==> config.mk <==
export PLATFORM = sky130hd
export DESIGN_NAME = seven_segment_mux_with_key_scan
export DESIGN_NICKNAME = d
export VERILOG_FILES = /design/src/rtl/ssmks_pkg.sv /design/src/rtl/seven_segment_mux_with_key_scan.sv /design/src/rtl/ssmks_scan.sv
export VERILOG_INCLUDE_DIRS = /design/src /design/src/rtl
export SDC_FILE = /design/constraint.sdc
export NUM_CORES = 1
export LEC_CHECK = 0
export ABC_AREA = 1
export BUFFER_PORTS_ARGS = -buffer_cell sky130_fd_sc_hd__buf_2
export CAP_MARGIN = 40
export CORE_ASPECT_RATIO = 0.9
export CORE_MARGIN = 2
export CORE_UTILIZATION = 63
export DETAILED_ROUTE_END_ITERATION = 10
export PLACE_DENSITY_LB_ADDON = 0.08
export SLEW_MARGIN = 40
export SYNTH_ARGS = -nofsm -noshare
export SYNTH_HDL_FRONTEND = slang
export SYNTH_SLANG_ARGS = --single-unit
==> constraint.sdc <==
create_clock -name clk -period 2.9 [get_ports clk]
set_input_delay 0.58 -clock clk [delete_from_list [all_inputs] [get_ports clk]]
set_output_delay 0.58 -clock clk [all_outputs]
set_load 0.005 [all_outputs]
==> src/rtl/seven_segment_mux_with_key_scan_macros.svh <==
// Assertion macros for the seven-segment scanner; empty when SYNTH is defined.
`ifndef SEVEN_SEGMENT_MUX_WITH_KEY_SCAN_MACROS_SVH
`define SEVEN_SEGMENT_MUX_WITH_KEY_SCAN_MACROS_SVH

`ifndef SYNTH

// Antecedent implies the consequent in the same cycle.
`define SSMKS_ASSERT_NOW(lbl, clk, rst_n, ante, cons) \
    lbl: assert property (@(posedge clk) disable iff (!rst_n) (ante) |-> (cons)) \
        else $error("assertion failed: same-cycle implication");

// Antecedent implies the consequent in the following cycle.
`define SSMKS_ASSERT_NEXT(lbl, clk, rst_n, ante, cons) \
    lbl: assert property (@(posedge clk) disable iff (!rst_n) (ante) |=> (cons)) \
        else $error("assertion failed: next-cycle implication");

`else

`define SSMKS_ASSERT_NOW(lbl, clk, rst_n, ante, cons)
`define SSMKS_ASSERT_NEXT(lbl, clk, rst_n, ante, cons)

`endif

`endif

==> src/rtl/ssmks_pkg.sv <==
// Shared types and constants for the seven-segment scanner with key sense.
package ssmks_pkg;

    localparam int SEG_W    = 8;
    localparam int DRV_W    = 5;
    localparam int SLOT_W   = 3;
    localparam int PHASE_W  = 5;
    localparam int DIV_W    = 8;
    localparam int KEY_N    = 3;
    localparam int SLOT_N   = 5;

    localparam logic [DIV_W-1:0]   DIVIDER_RESET = 8'd20;
    localparam logic [PHASE_W-1:0] PHASE_LAST    = 5'd19;
    localparam logic [DRV_W-1:0]   DRIVERS_OFF   = 5'h1F;
    localparam logic [SEG_W-1:0]   SEGMENTS_OFF  = 8'hFF;
    localparam logic [SLOT_W-1:0]  SLOT_COUNT    = 3'd5;

    // Item kinds carried in tuser.
    localparam logic KIND_TICK  = 1'b0;
    localparam logic KIND_WRITE = 1'b1;

    // Pattern slots.
    localparam int SLOT_DIGIT1 = 0;
    localparam int SLOT_DIGIT2 = 1;
    localparam int SLOT_DIGIT3 = 2;
    localparam int SLOT_DIGIT4 = 3;
    localparam int SLOT_MISC   = 4;

    // Driver bit positions.
    localparam int DRV_DIGIT4 = 0;
    localparam int DRV_DIGIT3 = 1;
    localparam int DRV_MISC   = 2;
    localparam int DRV_DIGIT2 = 3;
    localparam int DRV_DIGIT1 = 4;

    // Phases that act; every other phase does nothing.
    localparam logic [PHASE_W-1:0] PH_SHOW_DIGIT4 = 5'd0;
    localparam logic [PHASE_W-1:0] PH_KEY_ONE     = 5'd1;
    localparam logic [PHASE_W-1:0] PH_OFF_A       = 5'd3;
    localparam logic [PHASE_W-1:0] PH_SHOW_DIGIT3 = 5'd4;
    localparam logic [PHASE_W-1:0] PH_KEY_TWO     = 5'd5;
    localparam logic [PHASE_W-1:0] PH_OFF_B       = 5'd7;
    localparam logic [PHASE_W-1:0] PH_SHOW_MISC   = 5'd8;
    localparam logic [PHASE_W-1:0] PH_KEY_THREE   = 5'd9;
    localparam logic [PHASE_W-1:0] PH_OFF_C       = 5'd11;
    localparam logic [PHASE_W-1:0] PH_SHOW_DIGIT2 = 5'd12;
    localparam logic [PHASE_W-1:0] PH_OFF_D       = 5'd15;
    localparam logic [PHASE_W-1:0] PH_SHOW_DIGIT1 = 5'd16;
    localparam logic [PHASE_W-1:0] PH_OFF_E       = 5'd19;

    // One input transaction.
    typedef struct packed {
        logic              kind;
        logic              sense_line;
        logic [SEG_W-1:0]  pattern;
        logic [SLOT_W-1:0] slot;
    } item_t;

    // One result transaction, last field in the lowest bits.
    typedef struct packed {
        logic             key_three;
        logic             key_two;
        logic             key_one;
        logic [DRV_W-1:0] driver_bits;
        logic [SEG_W-1:0] segment_bits;
    } result_t;

endpackage

==> src/rtl/seven_segment_mux_with_key_scan.sv <==
// Top level of the multiplexed seven-segment scanner with shared-line key sense.

// Streaming front end for a five-position common-anode display scanner. Each input
// transaction is either a timer tick (tuser low) or a pattern write (tuser high);
// every transaction returns exactly one result transaction carrying the segment
// port, the active-low drivers and the three latched keys as they stand after it.
// A transaction is registered on entry and processed by the scanner state as it
// moves on, and its result is placed in the output register; one transaction is
// taken every cycle while the output side keeps up; the limit is the update of the
// prescaler, phase counter and pattern slots, done once per transaction. A
// phase step happens every tick_divider + 1 ticks; cfg_data written with cfg_we
// sets tick_divider and should only be written while no transaction is in flight.
module seven_segment_mux_with_key_scan
(
    input  logic                          clk,
    input  logic                          rst_n,
    input  logic                          cfg_we,
    input  logic [ssmks_pkg::DIV_W-1:0]   cfg_data,      // tick_divider
    input  logic                          s_axis_tvalid,
    output logic                          s_axis_tready,
    input  logic [15:0]                   s_axis_tdata,  // slot, pattern, sense_line, zero pad
    input  logic                          s_axis_tuser,  // kind
    output logic                          m_axis_tvalid,
    input  logic                          m_axis_tready,
    output logic [15:0]                   m_axis_tdata   // segment_bits, driver_bits,
                                                         // key_one, key_two, key_three
);

    `include "seven_segment_mux_with_key_scan_macros.svh"

    logic               in_valid_reg;
    logic               in_valid_next;
    ssmks_pkg::item_t   in_item_reg;
    ssmks_pkg::item_t   in_item;
    logic               out_valid_reg;
    logic               out_valid_next;
    ssmks_pkg::result_t out_result_reg;
    ssmks_pkg::result_t scan_result;
    logic               advance;
    logic               s_accept;

    // Unpack the incoming transaction.
    assign in_item.kind       = s_axis_tuser;
    assign in_item.sense_line = s_axis_tdata[11];
    assign in_item.pattern    = s_axis_tdata[10:3];
    assign in_item.slot       = s_axis_tdata[2:0];

    // Handshake: the held transaction moves on when the output register is free.
    assign advance       = in_valid_reg && (!out_valid_reg || m_axis_tready);
    assign s_axis_tready = !in_valid_reg || advance;
    assign s_accept      = s_axis_tvalid && s_axis_tready;

    always_comb
    begin
        in_valid_next = in_valid_reg;
        if (s_accept)
        begin
            in_valid_next = 1'b1;
        end
        else if (advance)
        begin
            in_valid_next = 1'b0;
        end
        out_valid_next = out_valid_reg;
        if (advance)
        begin
            out_valid_next = 1'b1;
        end
        else if (m_axis_tready)
        begin
            out_valid_next = 1'b0;
        end
    end

    // Scanner state update.
    ssmks_scan u_scan
    (
        .clk      (clk),
        .rst_n    (rst_n),
        .cfg_we   (cfg_we),
        .cfg_data (cfg_data),
        .step     (advance),
        .item     (in_item_reg),
        .result   (scan_result)
    );

    // Control registers.
    always_ff @(posedge clk or negedge rst_n)
    begin
        if (!rst_n)
        begin
            in_valid_reg  <= 1'b0;
            out_valid_reg <= 1'b0;
        end
        else
        begin
            in_valid_reg  <= in_valid_next;
            out_valid_reg <= out_valid_next;
        end
    end

    // Payload registers.
    always_ff @(posedge clk)
    begin
        if (s_accept)
        begin
            in_item_reg <= in_item;
        end
        if (advance)
        begin
            out_result_reg <= scan_result;
        end
    end

    assign m_axis_tvalid = out_valid_reg;
    assign m_axis_tdata  = out_result_reg;

    // At most one position driver is pulled low in any result.
    `SSMKS_ASSERT_NOW(a_one_driver, clk, rst_n, out_valid_reg, $onehot0(~out_result_reg.driver_bits))
    // A held transaction that cannot move is kept.
    `SSMKS_ASSERT_NEXT(a_hold_item, clk, rst_n, in_valid_reg && !advance, in_valid_reg)
    // No new transaction is taken while the held one is stuck.
    `SSMKS_ASSERT_NOW(a_no_overrun, clk, rst_n, in_valid_reg && !advance, !s_axis_tready)
    // A transaction that moves on shows up as a result.
    `SSMKS_ASSERT_NEXT(a_result_out, clk, rst_n, advance, out_valid_reg)

endmodule

==> src/rtl/ssmks_scan.sv <==
// Scanner state: prescaler, phase counter, pattern slots, outputs and key latches.
module ssmks_scan
(
    input  logic                           clk,
    input  logic                           rst_n,
    input  logic                           cfg_we,
    input  logic [ssmks_pkg::DIV_W-1:0]    cfg_data,
    input  logic                           step,
    input  ssmks_pkg::item_t               item,
    output ssmks_pkg::result_t             result
);

    logic [ssmks_pkg::DIV_W-1:0]   divider_reg;
    logic [ssmks_pkg::DIV_W-1:0]   prescale_reg;
    logic [ssmks_pkg::DIV_W-1:0]   prescale_next;
    logic [ssmks_pkg::PHASE_W-1:0] phase_reg;
    logic [ssmks_pkg::PHASE_W-1:0] phase_next;
    logic [ssmks_pkg::SEG_W-1:0]   pattern_reg  [ssmks_pkg::SLOT_N];
    logic [ssmks_pkg::SEG_W-1:0]   pattern_next [ssmks_pkg::SLOT_N];
    logic [ssmks_pkg::SEG_W-1:0]   segment_reg;
    logic [ssmks_pkg::SEG_W-1:0]   segment_next;
    logic [ssmks_pkg::DRV_W-1:0]   driver_reg;
    logic [ssmks_pkg::DRV_W-1:0]   driver_next;
    logic [ssmks_pkg::KEY_N-1:0]   key_reg;
    logic [ssmks_pkg::KEY_N-1:0]   key_next;
    logic                          pressed;
    logic                          tick;
    logic                          wrap;

    assign pressed = (item.sense_line == 1'b0);
    assign tick    = step && (item.kind == ssmks_pkg::KIND_TICK);
    assign wrap    = !(prescale_reg < divider_reg);

    // Pattern slot writes; slots beyond the last are ignored.
    always_comb
    begin
        for (int i = 0; i < ssmks_pkg::SLOT_N; i++)
        begin
            pattern_next[i] = pattern_reg[i];
            if (step && (item.kind == ssmks_pkg::KIND_WRITE) &&
                (item.slot < ssmks_pkg::SLOT_COUNT) &&
                (item.slot == ssmks_pkg::SLOT_W'(i)))
            begin
                pattern_next[i] = item.pattern;
            end
        end
    end

    // Prescaler and phase actions for a tick.
    always_comb
    begin
        prescale_next = prescale_reg;
        phase_next    = phase_reg;
        segment_next  = segment_reg;
        driver_next   = driver_reg;
        key_next      = key_reg;
        if (tick)
        begin
            if (!wrap)
            begin
                prescale_next = prescale_reg + 1'b1;
            end
            else
            begin
                prescale_next = '0;
                case (phase_reg)
                    ssmks_pkg::PH_SHOW_DIGIT4:
                    begin
                        segment_next = pattern_reg[ssmks_pkg::SLOT_DIGIT4];
                        driver_next[ssmks_pkg::DRV_DIGIT4] = 1'b0;
                    end
                    ssmks_pkg::PH_SHOW_DIGIT3:
                    begin
                        segment_next = pattern_reg[ssmks_pkg::SLOT_DIGIT3];
                        driver_next[ssmks_pkg::DRV_DIGIT3] = 1'b0;
                    end
                    ssmks_pkg::PH_SHOW_MISC:
                    begin
                        segment_next = pattern_reg[ssmks_pkg::SLOT_MISC];
                        driver_next[ssmks_pkg::DRV_MISC] = 1'b0;
                    end
                    ssmks_pkg::PH_SHOW_DIGIT2:
                    begin
                        segment_next = pattern_reg[ssmks_pkg::SLOT_DIGIT2];
                        driver_next[ssmks_pkg::DRV_DIGIT2] = 1'b0;
                    end
                    ssmks_pkg::PH_SHOW_DIGIT1:
                    begin
                        segment_next = pattern_reg[ssmks_pkg::SLOT_DIGIT1];
                        driver_next[ssmks_pkg::DRV_DIGIT1] = 1'b0;
                    end
                    ssmks_pkg::PH_KEY_ONE:
                    begin
                        key_next[0] = pressed;
                    end
                    ssmks_pkg::PH_KEY_TWO:
                    begin
                        key_next[1] = pressed;
                    end
                    ssmks_pkg::PH_KEY_THREE:
                    begin
                        key_next[2] = pressed;
                    end
                    ssmks_pkg::PH_OFF_A, ssmks_pkg::PH_OFF_B, ssmks_pkg::PH_OFF_C,
                    ssmks_pkg::PH_OFF_D, ssmks_pkg::PH_OFF_E:
                    begin
                        driver_next = ssmks_pkg::DRIVERS_OFF;
                    end
                    default:
                    begin
                    end
                endcase
                if (phase_reg >= ssmks_pkg::PHASE_LAST)
                begin
                    phase_next = '0;
                end
                else
                begin
                    phase_next = phase_reg + 1'b1;
                end
            end
        end
    end

    // State registers.
    always_ff @(posedge clk or negedge rst_n)
    begin
        if (!rst_n)
        begin
            divider_reg  <= ssmks_pkg::DIVIDER_RESET;
            prescale_reg <= '0;
            phase_reg    <= '0;
            segment_reg  <= ssmks_pkg::SEGMENTS_OFF;
            driver_reg   <= ssmks_pkg::DRIVERS_OFF;
            key_reg      <= '0;
            for (int i = 0; i < ssmks_pkg::SLOT_N; i++)
            begin
                pattern_reg[i] <= ssmks_pkg::SEGMENTS_OFF;
            end
        end
        else
        begin
            if (cfg_we)
            begin
                divider_reg <= cfg_data;
            end
            prescale_reg <= prescale_next;
            phase_reg    <= phase_next;
            segment_reg  <= segment_next;
            driver_reg   <= driver_next;
            key_reg      <= key_next;
            for (int i = 0; i < ssmks_pkg::SLOT_N; i++)
            begin
                pattern_reg[i] <= pattern_next[i];
            end
        end
    end

    // The result reflects the state after the item.
    assign result.segment_bits = segment_next;
    assign result.driver_bits  = driver_next;
    assign result.key_one      = key_next[0];
    assign result.key_two      = key_next[1];
    assign result.key_three    = key_next[2];

endmodule

# Yosys cells after proc, flatten, opt, wreduce, memory -nomap -nowiden
# Index checks and enable logic that the tools add are counted.
dict set report op_classes {
  add_sub_neg 2
  n_mul 0
  div_mod_pow 0
  order_cmp 3
  n_eq_ne 16
  shift 0
  n_mux 21
  bitwise 3
  n_reduce_logical 20
}
# operator n
set ops {}
lappend ops {{one-hot mux 8 bit (5 select lines)} 1}
lappend ops {{== test 5 x 4 -> 1 bit, second input constant} 5}
lappend ops {{two-way mux 8 bit} 3}
lappend ops {{== test 5 x 3 -> 1 bit, second input constant} 3}
lappend ops {{two-way mux 5 bit} 3}
lappend ops {{== test 5 bit, second input constant} 2}
lappend ops {{logical AND 1 bit} 10}
lappend ops {{one-hot mux 1 bit (2 select lines)} 5}
lappend ops {{adder 8 x 1 -> 8 bit, second input constant} 1}
lappend ops {{< comparator 8 bit} 1}
lappend ops {{two-way mux 1 bit} 7}
lappend ops {{== test 3 x 2 -> 1 bit, second input constant} 2}
lappend ops {{two-way mux 3 bit} 2}
lappend ops {{adder 5 x 1 -> 5 bit, second input constant} 1}
lappend ops {{== test 5 x 1 -> 1 bit, second input constant} 1}
lappend ops {{== test 5 x 2 -> 1 bit, second input constant} 1}
lappend ops {{>= comparator 5 bit, second input constant} 1}
lappend ops {{logical NOT 5 bit} 1}
lappend ops {{OR reduction 5 bit} 1}
lappend ops {{nonzero test 2 bit} 2}
lappend ops {{== test 3 x 1 -> 1 bit, second input constant} 1}
lappend ops {{== test 3 bit, second input constant} 1}
lappend ops {{logical NOT 3 bit} 1}
lappend ops {{< comparator 3 bit, second input constant} 1}
lappend ops {{4 further kinds} 8}
dict set report totals {
  regBits 108
  latch_bits 0
  ramBits 0
  rom_bits 0
  output_inout_bits 18
  mem_count 0
}

# Longest topological paths before layout
dict set report logic_depth {
  depth_word 6
  mapped_depth 13
}

# Hierarchy
# A second synthesis with hierarchy kept.
dict set report unflattened {
  hier_cells 507
  hier_area_um2 4852.2
}
# module n_inst cells_per_inst area_each_um2 seq_area_each_um2
set by_module_without_submodules {}
lappend by_module_without_submodules {ssmks_scan 1 466 3886.2 1995.7}
lappend by_module_without_submodules {seven_segment_mux_with_key_scan 1 41 965.9 920.9}

# Worst setup path after synthesis
# OpenSTA, ideal clock, no wires.
dict set report synth_timing {
  path_kind {register to register}
  start {reg u_scan.divider_reg[4] (netlist bit)}
  end {reg out_result_reg, in the netlist m_axis_tdata[13], data pin}
  setup_ns 0.257
  arrival_ns 1.538
  t_required_ns 2.643
  setup_slack_ns 1.105
  stages_incl_launch_ff 12
  path_buffers 1
  period_less_slack_ns 1.795
  cell_sequence {dfstp_2 inv_1 ha_1 a21oi_1 nor2_1 nor3_4 nand2_2 buf_4 nand2_1 nand2_1 nand2_1 nand2_1}
}
# item line
set synth_rtl {}
lappend synth_rtl {{start, declared} ssmks_scan.sv:13} ;# logic [ssmks_pkg::DIV_W-1:0] divider_reg;
lappend synth_rtl {{start signal, assigned} ssmks_scan.sv:130} ;# divider_reg <= ssmks_pkg::DIVIDER_RESET;
lappend synth_rtl {{start signal, assigned} ssmks_scan.sv:145} ;# divider_reg <= cfg_data;
lappend synth_rtl {{end signal, assigned} seven_segment_mux_with_key_scan.sv:111} ;# out_result_reg <= scan_result;
lappend synth_rtl {{end, declared} seven_segment_mux_with_key_scan.sv:37} ;# ssmks_pkg::result_t out_result_reg;

==> summary.txt <==
Final layout
  • # diodes: 0
  • Max FFs per register: 40
  • Most common cell after layout, fill and taps aside: nand2_1
  • Final #Nets: 618
  • Layout cell share with drive strength beyond 1: 25.8%
  • Post-route cell area: between 0.005 and 0.006 mm^2
  • Most frequent cells in the layout: 190 x nand2_1, 55 x dfstp_2, 51 x inv_1, 42 x buf_2, 32 x o21ai_1
  • Synth-to-Final Area Change: 8.79%
  • Finished Layout Cells: just under 700
  • Post-Route Utilization: between 70% and 80%

STA
  • Min Tclk post-route: between 2 and 2.5 ns
  • Setup TNS: 0 ns
  • Final hold vios: 0
  • Final period util: 79.5%
  • Final Skew: 0.0147 ns
  • RSZ-0062 raised after global routing: no
  • Final setup vio count: 0
  • Worst hold margin: 0.243 ns
  • Setup ws final: 0.595 ns
  • Slew Viols, Final: 0
  • Worst-margin pin slew: 0.687 ns
  • Fmax: between 400 and 500 MHz
  • Slew HR: 54.2%

Critical path
  • Cell chain of the critical path: ha_1 > a21oi_1 > nor2_1 > nor3_4 > nand2_2 > o211ai_1 > nand2_1
  • Critical Path Source Type: register
  • CP startpoint: u_scan.prescale_reg[5]
  • CP Class: reg2reg
  • Worst path depth: 7
  • WP data arrival: 2.42 ns
  • Launching point of the worst reg2reg path: u_scan.prescale_reg[5]
  • Reg2reg path depth: 7
  • WP buf/inv: 0
  • CP Capture Type: register
  • Worst path slowest cell: dfrtp_1
  • CP top delay family: simple AND/OR/NAND/NOR gates
  • CP required: 3.02 ns
  • Critical Path Fanout Max: 23
  • Largest stage delay, worst path: 0.43 ns

Job
  • Maxcap violations: 0

Routing
  • Via count: roughly 3500
  • Total Wirelength: 9.32 mm
  • Antenna-violating nets left: 0
  • Routed vias/inst: 5.20
  • DR pass1 iterations: 4
  • Residual DRC count: 0
  • Iter 0 DRT Violations: 159
  • WL/cell: 13.8 um

Clocking
  • H-tree depth: 3
  • Clk pin slew, worst setup/hold paths: 0.10 ns
  • Postcts setup bufs: 0
  • Clock buffer depth: 2
  • CTS tree: done
  • Resized Gates After CTS: 0
  • Root cell of the clock tree: clkbuf_8
  • CTS Sinks: 108
  • Num CTS Buffers: 9
  • Hold buffers post-CTS: 0
  • Latest clock arrival within the worst-skew pair: 0.38 ns

Logic synthesis
  • Yosys Warn Count: 0
  • Register area share after synthesis: 58.7%
  • Post-synthesis average cell area: around 9.3 um^2
  • Mapped Cells: 533
  • Mapped Nets: 575
  • Seq cells post-synth: ~110
  • Synthesized area: 0.00497 mm^2
  • Count of cell types in the netlist: 30

GRT
  • Gr usage total: 24.2%
  • Pin count of the biggest net entering global routing: 80
  • Residual overflow from global routing: 0
  • First-pass GRT wire length: 16.2 mm
  • Number of antenna violations at the first check in global routing: 0
  • Vias in the first global route: 3308

Floorplanning
  • IO Count: 48
  • Starting density of the core: 65.5%
  • Row Count: 30
  • Core Footprint: 0.00758 mm^2
  • Die width: 97.6 um
  • Die area: approximately 0.0086 mm^2
  • Die height: 88.2 um

Placement
  • Buffers on Ports: 43
  • DP HPWL: approximately 6.5 mm
  • Placer Congestion: 0.818
  • Placed cell area: ~0.0052 mm^2
  • Dpl ws: between 0.6 and 0.7 ns
  • Placed Cells: 661

Power
  • PnR Total Power: ~4.2 mW
  • P_leak: 2.54 nW
  • Max IR drop VDD: 0.000460 V
  • Pwr/cell area: 780 mW/mm^2

Worst hold path
  • Hold crit path type: in2async

Status
  • Status: complete, no violations
[power breakdown]
group | internal, mW | switching [mW] | total (mW)
clock | 0.333 | 0.527 | 0.860
combinational | 0.372 | 0.643 | 1.02
sequential | 2.12 | 0.220 | 2.34
total | 2.82 | 1.39 | 4.21
[cells in the mapped netlist]
cell type    n  area, um^2
nor2_1      30         113
xor2_1       5        43.8
nand3_1     14        70.1
dfrtp_1     24         601
o21ai_2      8        70.1
inv_2        5        18.8
ha_1        12         150
nor3_1       4        20.0
clkbuf_1     1        3.75
nand4_1     13        81.3
o21ai_1     32         160
o21ai_0     19        95.1
nor2_4       2        22.5
or2_2        1        6.26
o211ai_1     2        15.0
inv_1       51         191
nor3_4       1        16.3
a21oi_4      1        16.3
nand3_2      1        10.0
and3_1       1        6.26
edfxtp_1    29         871
a21oi_1      4        20.0
nand2_2     12        75.1
buf_2        3        15.0
buf_4        4        30.0
mux2_2       1        11.3
buf_6        5        56.3
nand2_1    190         713
nor2_2       3        18.8
dfstp_2     55        1450
[path summary, 6_finish.rpt]
kind	slack (ns)	endpoint
hold / removal	0.24	u_scan.prescale_reg[3]
setup reg to reg	0.60	m_axis_tdata[9]
setup / recovery	0.60	m_axis_tdata[9]
min in group clk	0.37	in_item_reg[10]
max in group asynchronous	2.22	u_scan.divider_reg[1]
hold reg to reg	0.48	u_scan.pattern_reg[25]
[cell families after synthesis]
logic type / count (synthesis) / share of synthesized area, %
and+or+nand+nor: 272 / 23.2
DFF: 108 / 58.7
buffers and inverters: 69 / 6.35
AOI/OAI and AO/OA: 66 / 7.58
adders and majority gates: 12 / 3.02
xor gates and xnor gates: 5 / 0.882
muxes: 1 / 0.227
[metal layers]
layer  track usage (%)  up-vias  routed length [um]
li1                  -     1795                   -
met2              36.3       68                4300
met5                 0        -                   0
met1              36.0     1654                4420
met4              8.46        0                  85
met3              4.74        6                 505
[area by class of cell]
cell class | instances | area [um^2]
repair buffers | 45 | 236
well taps | 96 | 120
flip-flops and latches | 108 | 2920
clock buffers | 10 | 128
multi-input cells | 356 | 1730
fillers | 599 | 2180
inverters | 56 | 210
clock inverters | 6 | 57.6
Note: power is estimated with default switching activity, not from simulation.
